### config.mk
export PLATFORM = sky130hd
export DESIGN_NAME = fasta_sequence_filter_unit_flat
export DESIGN_NICKNAME = d
export VERILOG_FILES = /design/src/rtl/fsf_pkg.sv /design/src/rtl/fsf_if.sv /design/src/rtl/fsf_step.sv /design/src/rtl/fasta_sequence_filter_unit.sv /design/src/flat_wrapper.sv
export SDC_FILE = /design/constraint.sdc
export NUM_CORES = 1
export LEC_CHECK = 0
export ABC_AREA = 1
export BUFFER_PORTS_ARGS = -buffer_cell sky130_fd_sc_hd__clkbuf_2
export CORE_ASPECT_RATIO = 0.75
export CORE_MARGIN = 2
export CORE_UTILIZATION = 54
export DETAILED_ROUTE_END_ITERATION = 6
export PLACE_DENSITY = 0.83
export SYNTH_ARGS = -nofsm -noshare
export SYNTH_HDL_FRONTEND = slang
export SYNTH_SLANG_ARGS = --single-unit
### constraint.sdc
create_clock -name i_clk -period 3 [get_ports i_clk]
set_input_delay 0.6 -clock i_clk [delete_from_list [all_inputs] [get_ports i_clk]]
set_output_delay 0.6 -clock i_clk [all_outputs]
set_load 0.05 [all_outputs]
### src/rtl/fsf_pkg.sv
package fsf_pkg;

    localparam int MAX_IDENT_LEN_DEF = 64;
    localparam int POS_W             = 32;

    localparam logic [7:0] CH_GT    = 8'h3E;
    localparam logic [7:0] CH_STAR  = 8'h2A;
    localparam logic [7:0] CH_SPACE = 8'h20;
    localparam logic [7:0] CH_NL    = 8'h0A;
    localparam logic [7:0] CH_LC_A  = 8'h61;
    localparam logic [7:0] CH_LC_Z  = 8'h7A;
    localparam logic [7:0] CH_UC_A  = 8'h41;
    localparam logic [7:0] CH_UC_Z  = 8'h5A;
    localparam logic [7:0] CASE_OFS = 8'h20;
    localparam logic [7:0] CH_NUL   = 8'h00;

    localparam logic [1:0] KIND_IDENT   = 2'd0;
    localparam logic [1:0] KIND_RESIDUE = 2'd1;
    localparam logic [1:0] KIND_SEP     = 2'd2;
    localparam logic [1:0] KIND_SUMMARY = 2'd3;

    localparam logic [1:0] ST_OK       = 2'd0;
    localparam logic [1:0] ST_NORECORD = 2'd1;
    localparam logic [1:0] ST_INHEADER = 2'd2;

    localparam logic REG_HDR_OPEN = 1'b0;

    typedef enum logic [5:0] {
        PH_SEEK     = 6'b000001,
        PH_LEADSP   = 6'b000010,
        PH_IDENT    = 6'b000100,
        PH_SKIPLINE = 6'b001000,
        PH_BODY     = 6'b010000,
        PH_HDRSKIP  = 6'b100000
    } t_phase;

    typedef struct packed {
        logic       emit;
        logic [1:0] kind;
        logic [1:0] status;
        t_phase     phase;
    } t_step;

endpackage

### src/rtl/fsf_if.sv
interface fsf_in_if;
    logic       valid;
    logic       ready;
    logic [7:0] text_byte;
    logic       end_of_input;

    modport source (output valid, output text_byte, output end_of_input, input ready);
    modport sink   (input valid, input text_byte, input end_of_input, output ready);
endinterface

interface fsf_out_if;
    logic        valid;
    logic        ready;
    logic [1:0]  item_kind;
    logic [7:0]  symbol;
    logic [31:0] position;
    logic [1:0]  status;

    modport source (output valid, output item_kind, output symbol, output position,
                    output status, input ready);
    modport sink   (input valid, input item_kind, input symbol, input position,
                    input status, output ready);
endinterface

### src/rtl/fsf_step.sv
module fsf_step #(
    parameter int MAX_IDENT_LEN = fsf_pkg::MAX_IDENT_LEN_DEF,
    localparam int IdW = $clog2(MAX_IDENT_LEN + 1)
) (
    input  fsf_pkg::t_phase              i_phase,
    input  logic [IdW-1:0]               i_ident,
    input  logic [fsf_pkg::POS_W-1:0]    i_residue,
    input  logic                         i_hdr_open,
    input  logic [7:0]                   i_byte,
    input  logic                         i_eoi,
    output fsf_pkg::t_step               o_ctrl,
    output logic [IdW-1:0]               o_ident,
    output logic [fsf_pkg::POS_W-1:0]    o_residue,
    output logic [7:0]                   o_symbol,
    output logic [fsf_pkg::POS_W-1:0]    o_position
);

    logic [7:0] upper;
    logic       id_take;
    logic       res_sat;

    always_comb begin
        upper = i_byte;
        if (i_byte >= fsf_pkg::CH_LC_A && i_byte <= fsf_pkg::CH_LC_Z) begin
            upper = i_byte - fsf_pkg::CASE_OFS;
        end
    end

    assign id_take = (i_ident < IdW'(MAX_IDENT_LEN)) && (i_byte != fsf_pkg::CH_NL)
                     && (i_byte != fsf_pkg::CH_SPACE);
    assign res_sat = &i_residue;

    always_comb begin
        o_ctrl.emit   = 1'b0;
        o_ctrl.kind   = fsf_pkg::KIND_IDENT;
        o_ctrl.status = fsf_pkg::ST_OK;
        o_ctrl.phase  = i_phase;
        o_ident       = i_ident;
        o_residue     = i_residue;
        o_symbol      = i_byte;
        o_position    = i_residue;

        if (i_eoi) begin
            o_ctrl.emit   = 1'b1;
            o_ctrl.kind   = fsf_pkg::KIND_SUMMARY;
            o_symbol      = fsf_pkg::CH_NUL;
            o_ctrl.phase  = fsf_pkg::PH_SEEK;
            o_ident       = '0;
            o_residue     = '0;
            if (i_phase == fsf_pkg::PH_BODY) begin
                o_ctrl.status = fsf_pkg::ST_OK;
            end else if (i_phase == fsf_pkg::PH_SEEK && !i_hdr_open) begin
                o_ctrl.status = fsf_pkg::ST_NORECORD;
            end else begin
                o_ctrl.status = fsf_pkg::ST_INHEADER;
            end
        end else begin
            unique case (i_phase)
                fsf_pkg::PH_SEEK, fsf_pkg::PH_LEADSP, fsf_pkg::PH_IDENT: begin
                    if (i_phase == fsf_pkg::PH_SEEK && !i_hdr_open) begin
                        if (i_byte == fsf_pkg::CH_GT) begin
                            o_ctrl.phase = fsf_pkg::PH_LEADSP;
                        end
                    end else if (i_phase != fsf_pkg::PH_IDENT
                                 && i_byte == fsf_pkg::CH_SPACE) begin
                        o_ctrl.phase = fsf_pkg::PH_LEADSP;
                    end else if (id_take) begin
                        o_ctrl.emit  = 1'b1;
                        o_ctrl.kind  = fsf_pkg::KIND_IDENT;
                        o_ctrl.phase = fsf_pkg::PH_IDENT;
                        o_position   = fsf_pkg::POS_W'(i_ident);
                        o_ident      = i_ident + 1'b1;
                    end else begin
                        o_ctrl.phase = (i_byte == fsf_pkg::CH_NL) ? fsf_pkg::PH_BODY
                                                                  : fsf_pkg::PH_SKIPLINE;
                    end
                end
                fsf_pkg::PH_SKIPLINE, fsf_pkg::PH_HDRSKIP: begin
                    if (i_byte == fsf_pkg::CH_NL) begin
                        o_ctrl.phase = fsf_pkg::PH_BODY;
                    end
                end
                fsf_pkg::PH_BODY: begin
                    o_symbol = upper;
                    if (upper == fsf_pkg::CH_GT) begin
                        o_ctrl.emit  = 1'b1;
                        o_ctrl.kind  = fsf_pkg::KIND_SEP;
                        o_symbol     = fsf_pkg::CH_STAR;
                        o_ctrl.phase = fsf_pkg::PH_HDRSKIP;
                        o_residue    = res_sat ? i_residue : i_residue + 1'b1;
                    end else if ((upper >= fsf_pkg::CH_UC_A && upper <= fsf_pkg::CH_UC_Z)
                                 || upper == fsf_pkg::CH_STAR) begin
                        o_ctrl.emit  = 1'b1;
                        o_ctrl.kind  = fsf_pkg::KIND_RESIDUE;
                        o_residue    = res_sat ? i_residue : i_residue + 1'b1;
                    end
                end
                default: begin
                    o_ctrl.phase = fsf_pkg::PH_SEEK;
                    o_ident      = '0;
                    o_residue    = '0;
                end
            endcase
        end
    end

endmodule

### src/rtl/fasta_sequence_filter_unit.sv
// FASTA sequence filter.
// i_in carries one text byte per item (or an end-of-input marker); o_out carries
// identifier characters, upper-cased residues, '*' record separators and one
// summary item (total length and status) per end marker. Bytes that give no
// result are consumed silently.
// Timing: an accepted item sits in the input register, then its result is
// loaded into the output register, where it shows valid and can leave. One
// item is taken every cycle while o_out is not stalled; the single state update
// between the input and output registers sets that rate.
// Stalls: while o_out.ready is low a waiting result holds still; the input
// register can still fill, and i_in.ready falls once both registers are held.
// Reset (synchronous, i_rst_n low) empties both registers, returns the parser
// to seeking a header start and clears header_already_open. The register sits
// at paddr 0 on the APB port (bit 0); write it only while the block is idle.
module fasta_sequence_filter_unit #(
    parameter int MAX_IDENT_LEN = fsf_pkg::MAX_IDENT_LEN_DEF
) (
    input  logic              i_clk,
    input  logic              i_rst_n,
    fsf_in_if.sink            i_in,
    fsf_out_if.source         o_out,
    input  logic              psel,
    input  logic              penable,
    input  logic              pwrite,
    input  logic [2:0]        paddr,
    input  logic [31:0]       pwdata,
    output logic [31:0]       prdata,
    output logic              pready
);

    localparam int IdW = $clog2(MAX_IDENT_LEN + 1);

    logic                         r_hdr_open;
    logic                         r_in_valid;
    logic [7:0]                   r_in_byte;
    logic                         r_in_eoi;
    fsf_pkg::t_phase              r_phase;
    logic [IdW-1:0]               r_ident;
    logic [fsf_pkg::POS_W-1:0]    r_residue;
    logic                         r_out_valid;
    logic [1:0]                   r_out_kind;
    logic [7:0]                   r_out_symbol;
    logic [fsf_pkg::POS_W-1:0]    r_out_pos;
    logic [1:0]                   r_out_status;

    fsf_pkg::t_step               n_ctrl;
    logic [IdW-1:0]               n_ident;
    logic [fsf_pkg::POS_W-1:0]    n_residue;
    logic [7:0]                   n_symbol;
    logic [fsf_pkg::POS_W-1:0]    n_pos;

    logic advance;
    logic cfg_wr;

    assign pready = 1'b1;
    assign cfg_wr = psel && penable && pwrite && (paddr[2] == fsf_pkg::REG_HDR_OPEN);
    assign prdata = (paddr[2] == fsf_pkg::REG_HDR_OPEN) ? {31'd0, r_hdr_open} : 32'd0;

    always_ff @(posedge i_clk) begin
        if (!i_rst_n) begin
            r_hdr_open <= 1'b0;
        end else if (cfg_wr) begin
            r_hdr_open <= pwdata[0];
        end
    end

    // input register moves on whenever the output register is free or draining
    assign advance    = r_in_valid && (!r_out_valid || o_out.ready);
    assign i_in.ready = !r_in_valid || advance;

    always_ff @(posedge i_clk) begin
        if (!i_rst_n) begin
            r_in_valid <= 1'b0;
        end else if (i_in.ready) begin
            r_in_valid <= i_in.valid;
        end
    end

    always_ff @(posedge i_clk) begin
        if (i_in.ready && i_in.valid) begin
            r_in_byte <= i_in.text_byte;
            r_in_eoi  <= i_in.end_of_input;
        end
    end

    fsf_step #(.MAX_IDENT_LEN(MAX_IDENT_LEN)) u_step (
        .i_phase    (r_phase),
        .i_ident    (r_ident),
        .i_residue  (r_residue),
        .i_hdr_open (r_hdr_open),
        .i_byte     (r_in_byte),
        .i_eoi      (r_in_eoi),
        .o_ctrl     (n_ctrl),
        .o_ident    (n_ident),
        .o_residue  (n_residue),
        .o_symbol   (n_symbol),
        .o_position (n_pos)
    );

    always_ff @(posedge i_clk) begin
        if (!i_rst_n) begin
            r_phase   <= fsf_pkg::PH_SEEK;
            r_ident   <= '0;
            r_residue <= '0;
        end else if (advance) begin
            r_phase   <= n_ctrl.phase;
            r_ident   <= n_ident;
            r_residue <= n_residue;
        end
    end

    always_ff @(posedge i_clk) begin
        if (!i_rst_n) begin
            r_out_valid <= 1'b0;
        end else if (advance) begin
            r_out_valid <= n_ctrl.emit;
        end else if (o_out.ready) begin
            r_out_valid <= 1'b0;
        end
    end

    always_ff @(posedge i_clk) begin
        if (advance && n_ctrl.emit) begin
            r_out_kind   <= n_ctrl.kind;
            r_out_symbol <= n_symbol;
            r_out_pos    <= n_pos;
            r_out_status <= n_ctrl.status;
        end
    end

    assign o_out.valid     = r_out_valid;
    assign o_out.item_kind = r_out_kind;
    assign o_out.symbol    = r_out_symbol;
    assign o_out.position  = r_out_pos;
    assign o_out.status    = r_out_status;

endmodule

### src/flat_wrapper.sv
// flat-port wrapper written by rule: the top's interface ports become plain ports
module fasta_sequence_filter_unit_flat 
#(
    parameter int MAX_IDENT_LEN = fsf_pkg::MAX_IDENT_LEN_DEF
)
  (i_clk, i_rst_n, psel, penable, pwrite, paddr, pwdata, prdata, pready, i_in_valid, i_in_text_byte, i_in_end_of_input, i_in_ready, o_out_valid, o_out_item_kind, o_out_symbol, o_out_position, o_out_status, o_out_ready);
  fsf_in_if i_in_i ();
  fsf_out_if o_out_i ();
  input  logic i_clk;
  input  logic i_rst_n;
  input  logic psel;
  input  logic penable;
  input  logic pwrite;
  input  logic [2:0] paddr;
  input  logic [31:0] pwdata;
  output logic [31:0] prdata;
  output logic pready;
  input wire logic [$bits(i_in_i.valid)-1:0] i_in_valid;
  input wire logic [$bits(i_in_i.text_byte)-1:0] i_in_text_byte;
  input wire logic [$bits(i_in_i.end_of_input)-1:0] i_in_end_of_input;
  output wire logic [$bits(i_in_i.ready)-1:0] i_in_ready;
  output wire logic [$bits(o_out_i.valid)-1:0] o_out_valid;
  output wire logic [$bits(o_out_i.item_kind)-1:0] o_out_item_kind;
  output wire logic [$bits(o_out_i.symbol)-1:0] o_out_symbol;
  output wire logic [$bits(o_out_i.position)-1:0] o_out_position;
  output wire logic [$bits(o_out_i.status)-1:0] o_out_status;
  input wire logic [$bits(o_out_i.ready)-1:0] o_out_ready;
  assign i_in_i.valid = i_in_valid;
  assign i_in_i.text_byte = i_in_text_byte;
  assign i_in_i.end_of_input = i_in_end_of_input;
  assign i_in_ready = i_in_i.ready;
  assign o_out_valid = o_out_i.valid;
  assign o_out_item_kind = o_out_i.item_kind;
  assign o_out_symbol = o_out_i.symbol;
  assign o_out_position = o_out_i.position;
  assign o_out_status = o_out_i.status;
  assign o_out_i.ready = o_out_ready;
  fasta_sequence_filter_unit #(.MAX_IDENT_LEN(MAX_IDENT_LEN)) u_core (.i_clk(i_clk), .i_rst_n(i_rst_n), .i_in(i_in_i), .o_out(o_out_i), .psel(psel), .penable(penable), .pwrite(pwrite), .paddr(paddr), .pwdata(pwdata), .prdata(prdata), .pready(pready));
endmodule
# Word level (Yosys, flattened, before mapping)
# Cells that the tools add are included.
# W data, S select, Z words.
[word_totals]
regBits = 101
out_inout_bits = 79
elab_cells = 111
[classes]
n_addsub = 3
order_cmp = 5
n_eq_ne = 23
n_mux = 38
n_bitwise = 2
n_reduce_logical = 28
[op_table]
columns = ["op", "n"]
rows = [
  ["$mux W32", 9],
  ["$pmux W32 S2", 1],
  ["$add A32 B1 Y32 const B", 1],
  ["$eq A8 B6 Y1 const B", 4],
  ["$reduce_and A32 Y1", 1],
  ["$mux W6", 5],
  ["$mux W7", 4],
  ["$mux W8", 3],
  ["$mux W3", 6],
  ["$pmux W6 S3", 1],
  ["$ge A8 B7 Y1 const B", 2],
  ["$le A8 B7 Y1 const B", 2],
  ["$mux W5", 3],
  ["$pmux W7 S2", 1],
  ["$logic_and A1 B1 Y1", 12],
  ["$ne A3 B2 Y1 const B", 4],
  ["$eq A8 B4 Y1 const B", 1],
  ["$ne A8 B4 Y1 const B", 1],
  ["$ne A8 B6 Y1 const B", 1],
  ["$sub A8 B6 Y8 const B", 1],
  ["$add A7 B1 Y7 const B", 1],
  ["$lt A7 B7 Y1 const B", 1],
  ["$eq A6 B1 Y1 const B", 1],
  ["$eq A6 B2 Y1 const B", 1],
  ["other kinds (22)", 32],
]

# Longest topological paths before layout
[depth]
word_depth = 11
mapped_depth = 15
ltp_nobuf = 14

# By module
# From an unflattened synthesis, not the netlist that was laid out.
[unflattened]
cells_unflattened = 1124
hier_area_um2 = 7412.1
[modules_own_cells]
columns = ["mod", "instances", "cells_each", "area_each_um2", "seq_area_each_um2"]
rows = [
  ["fasta_sequence_filter_unit", 1, 402, 3951.3, 2552.4],
  ["fsf_step", 1, 722, 3460.8, 0.0],
]

# Least setup slack after synthesis
# No wires, ideal clock.
[synth_path]
path_kind = "register to register"
startpoint = "reg u_core.r_in_byte[5]"
endpoint = "reg u_core.r_out_kind[0], in the netlist u_core.o_out.item_kind[0] (enable)"
setup_ns = 0.398
arrival_time_ns = 2.153
required_ns = 2.602
setup_slack_ns = 0.449
path_stages_with_launch = 12
synth_period_minus_slack_ns = 2.551
path_cell_list = "edfxtp_1 -> inv_1 -> ha_1 -> nand3_1 -> nand2_1 -> inv_1 -> nand3_1 -> nand2_1 -> nand2_1 -> nand2_1 -> nand2_1 -> inv_1"
[synth_via]
elab_chain_len = 11
elab_cells_between_ends = 25
cone_classes = "add/sub (1); order compare (4); eq/ne (5); mux (8); reduce/logical (7)"
[synth_rtl]
columns = ["item", "line_no", "source"]
rows = [
  ["start, declared", "fasta_sequence_filter_unit.sv:35", "logic [7:0] r_in_byte;"],
  ["start signal, assigned", "fasta_sequence_filter_unit.sv:81", "r_in_byte <= i_in.text_byte;"],
  ["$ge A8 B7 Y1 / $le A8 B7 Y1 (equally long branches)", "fsf_step.sv:24", "if (i_byte >= fsf_pkg::CH_LC_A && i_byte <= fsf_pkg::CH_LC_Z) begin"],
  ["$logic_and A1 B1 Y1", "fsf_step.sv:24", ""],
  ["$mux W8", "fsf_step.sv:24", ""],
  ["$ge A8 B7 Y1 / $le A8 B7 Y1 (equally long branches)", "fsf_step.sv:91", "end else if ((upper >= fsf_pkg::CH_UC_A && upper <= fsf_pkg::CH_UC_Z)"],
  ["$logic_and A1 B1 Y1", "fsf_step.sv:91", ""],
  ["$logic_or A1 B1 Y1", "fsf_step.sv:92", "|| upper == fsf_pkg::CH_STAR) begin"],
  ["$mux W3", "fsf_step.sv:91", ""],
  ["$mux W3", "fsf_step.sv:85", "if (upper == fsf_pkg::CH_GT) begin"],
  ["$pmux W3 S2 *", "fsf_step.sv:58", "unique case (i_phase)"],
  ["$mux W3 *", "fsf_step.sv:43", "if (i_eoi) begin"],
  ["$logic_and A1 B1 Y1 *", "fasta_sequence_filter_unit.sv:123", "if (advance && n_ctrl.emit) begin"],
  ["end signal, assigned", "fasta_sequence_filter_unit.sv:124", "r_out_kind <= n_ctrl.kind;"],
  ["end, declared", "fasta_sequence_filter_unit.sv:41", "logic [1:0] r_out_kind;"],
]
# Mark *: on every way between the ends. The rest lies on a longest branch, timed or not.
# A chain may end at the register's enable or synchronous reset.

# Worst setup path in the final report
[layout_path]
startpoint = "reg u_core.r_residue[0] (netlist bit)"
endpoint = "reg u_core.r_residue[1] (netlist bit)"
[layout_via]
elab_chain_len = 6
elab_cells_between_ends = 7
cone_classes = "add/sub (1); mux (5); reduce/logical (1)"
[layout_rtl]
columns = ["item", "line_no", "source"]
rows = [
  ["start, declared", "fasta_sequence_filter_unit.sv:39", "logic [fsf_pkg::POS_W-1:0] r_residue;"],
  ["start signal, assigned", "fasta_sequence_filter_unit.sv:108", "r_residue <= n_residue;"],
  ["$add A32 B1 Y32 / $reduce_and A32 Y1 (equally long branches)", "fsf_step.sv:90, fsf_step.sv:95, fsf_step.sv:31", ""],
  ["$mux W32 *", "fsf_step.sv:90, fsf_step.sv:95", ""],
  ["$mux W32", "fsf_step.sv:91", ""],
  ["$mux W32 *", "fsf_step.sv:85", ""],
  ["$pmux W32 S2 *", "fsf_step.sv:58", ""],
  ["$mux W32 *", "fsf_step.sv:43", ""],
]
# Mark *: on every way between the ends. The rest lies on a longest branch, timed or not. The select of a mux whose other input is x is not followed.

==> metrics.md <==
| Metric | Value |
|---|---|
| Vias per std cell | 5.30 |
| DP HPWL | 9330 um |
| Most common cell in the netlist | nand2_1 |
| Antenna Nets Post-Route | 0 |
| Min cycle time layout | 2.40 ns |
| CTS Hold Bufs | 0 |
| Number of endpoints failing setup at the final stage | 0 |
| Synthesized area per cell | 7.46 um^2 |
| Slew @ Worst Pin | 0.838 ns |
| Status | completed |
| Lkg Pwr | 2.53 nW |
| Pin count of the biggest net entering global routing | 45 |
| WL/cell | 13.9 um |
| Final net count | 863 |
| F_max | 417 MHz |
| PwrDens | 525 nW/um^2 |
| Max-cap violations | 0 |
| Area Growth Syn to Fin | 11.3% |
| WL final | 13200 um |
| Total power | 0.00326 W |
| First-pass GRT wire length | 21500 um |
| Crit start category | register |
| # diodes | 0 |
| Post-synth ARST share | 0% |
| Min-Delay Path Class | in2reg |
| Flops & latches, synth | 101 |
| Die Area | 11200 um^2 |
| Worst slack at placement | 0.662 ns |
| Final Hold Vio Count | 0 |
| Die H | 92.0 um |
| Initial core utilization | 54.8% |
| Clock Sinks | 101 |
| Vias post-DR | 5027 |
| I/O pins | 130 |
| Input/output buffers | 64 |
| Initial antenna violation count | 0 |
| Primary FF master, synth | edfxtp_1 |
| Row count | 32 |
| Sequential fraction of the synthesis area | 45.8% |
| Chip Width | 121 um |
| Remaining Overflow, GRT | 0 |
| Max Transition Viols Final | 0 |
| Final GP Congestion | 0.933 |
| Worst Slack Setup Final | 0.600 ns |
| Inserted Clock Buffers | 9 |
| Crit path kind | reg2reg |
| Maximum buffer depth of the clock tree | 2 |
| Number of setup buffers added after CTS | 0 |
| Worst Path Required | 3.25 ns |
| Slew margin rel. | 44.1% |
| Crit Path Max Fanout | 23 |
| Cts repair resizes | 0 |
| Post-synth cell types | 38 |
| Tot GR Track Use | 24.6% |
| Filler cells | 915 |
| Synth area leader | edfxtp_1 |
| Synth Cell Area | 5580 um^2 |
| Nature of the critical path endpoint | register |
| Clock skew | 0.00880 ns |
| Post-synth EDFFs | 53 |
| Vias in the first global route | 4381 |
| Final core utilization | 61.0% |
| CTS tree | built |
| Worst r2r path cells | 12 |
| Setup TNS Final | 0 ns |
| Root Buffer Master | clkbuf_16 |
| Final worst path period share | 80.0% |
| DRT Pass-1 Iters | 6 |
| Syn Inst Count | 748 |
| Worst EP arrival | 2.65 ns |
| Top-area cell type share of the netlist area | 28.5% |
| Worst-skew pair later-pin latency | 0.35 ns |
| Top cells by count, synth | nand2_1 (171), nor2_1 (118), nand3_1 (82) |
| Initial drt markers | 675 |
| Share of cells above drive strength 1 | 14.6% |
| CTS clock-pin slew for the worst setup and hold paths | 0.07 ns |
| VDD IR-drop max | 249 uV |
| Hold Crit Depth | 1 |
| Core area | 10200 um^2 |
| H-tree depth | 3 |
| RSZ-0062 raised after global routing | no |
| Synth top area cells | edfxtp_1 (29%), dfxtp_1 (17%), nand2_1 (12%) |
| Warnings from Yosys | 0 |
| Drc violations | 0 |
| Tightest hold margin | 0.417 ns |
-- metrics by stage --
| step | instance area [um^2] | cells |
|---|---|---|
| floorplan | 5690 | 778 |
| global placement | 5910 | 933 |
| detailed placement | 5910 | 933 |
| CTS | 6200 | 949 |
| global route | 6200 | 949 |
| finish | 6200 | 949 |
-- layout by cell type, fill, tap and decap left out, types with 2 or more instances in the layout --
| cell type | netlist | layout |
|---|---|---|
| ha_1 | 4 | 4 |
| or2_2 | 3 | 3 |
| buf_4 | 33 | 10 |
| clkbuf_16 | 0 | 9 |
| edfxtp_1 | 53 | 53 |
| nor4_1 | 3 | 3 |
| inv_1 | 74 | 73 |
| nor2_2 | 4 | 4 |
| inv_8 | 0 | 2 |
| nor2_1 | 118 | 118 |
| a21oi_1 | 34 | 34 |
| nand3_2 | 2 | 2 |
| inv_2 | 11 | 11 |
| nor3_1 | 24 | 24 |
| clkinv_1 | 1 | 2 |
| clkinv_4 | 0 | 4 |
| nor2_4 | 2 | 2 |
| nand2_2 | 2 | 2 |
| nand2_1 | 171 | 171 |
| nand3_1 | 82 | 82 |
| o211ai_1 | 4 | 4 |
| conb_1 | 2 | 32 |
| dfxtp_1 | 48 | 48 |
| xor2_1 | 10 | 10 |
| o21ai_0 | 14 | 14 |
| clkbuf_2 | 0 | 64 |
| nand4_1 | 14 | 14 |
-- cells by family after synthesis --
| kind of cell | after synthesis | synth area share [%] |
|---|---|---|
| and+or+nand+nor | 430 | 33.6 |
| buffers and inverters | 143 | 12.4 |
| DFF | 101 | 45.8 |
| AOI/OAI and AO/OA | 58 | 5.68 |
| xor gates and xnor gates | 10 | 1.57 |
| adders and majority gates | 4 | 0.898 |
| other | 2 | 0.135 |
-- metal layers --
layer	vias to the layer above	global-route usage [%]	share of wire (%)
met5	-	0	0
met4	0	4.21	0.75
met3	18	5.60	9.7
met2	249	37.0	44
met1	2274	36.7	45
li1	2486	-	-
-- final timing paths --
kind	endpoint	slack, ns	startpoint
max	u_core.r_residue[1]$_SDFFE_PN0P_	0.60	u_core.r_residue[0]$_SDFFE_PN0P_
min	u_core.r_in_byte[3]$_DFFE_PP_	0.42	i_in_text_byte[3]
max reg2reg	u_core.r_residue[1]$_SDFFE_PN0P_	0.60	u_core.r_residue[0]$_SDFFE_PN0P_
min reg2reg	u_core.r_ident[5]$_SDFFE_PN0P_	0.50	u_core.r_ident[5]$_SDFFE_PN0P_
-- sequential cells by signal (all words and copies together) (netlist names) --
name / count
u_core.o_out.item_kind: 2
u_core.o_out.position: 32
u_core.o_out.status: 2
u_core.o_out.symbol: 8
u_core.o_out.valid: 1
u_core.r_hdr_open: 1
u_core.r_ident: 7
u_core.r_in_byte: 8
u_core.r_in_eoi: 1
u_core.r_in_valid: 1
u_core.r_phase: 6
u_core.r_residue: 32
-- power by group --
group | internal, W | total, W | switching (W)
sequential | 0.00153 | 0.00158 | 0.0000478
combinational | 0.000118 | 0.000553 | 0.000435
clock | 0.000583 | 0.00113 | 0.000544
-- final cells by class --
cell class                 instances  area, um^2  share of cell area (%)
sequential                       101        2550                    41.1
clock buffer                       9         225                    3.63
tap                              136         170                    2.74
inverter                          87         328                    5.28
timing repair buffer              75         415                    6.69
clock inverter                     7        66.3                    1.07
multi-input combinational        534        2450                    39.4
-- critical path, stage by stage, from the launching register on --
cell and delay (ns):
dfxtp_1 0.40, ha_1 0.21, nand2_1 0.12, nor2_4 0.23, nand3_2 0.13, nor2_1 0.18
nand4_1 0.16, nor2_2 0.20, nor2_4 0.06, nand2_4 0.23, inv_2 0.19, nor2_1 0.13
nor2_1 0.05
No activity file was read; power rests on OpenSTA's default activity.
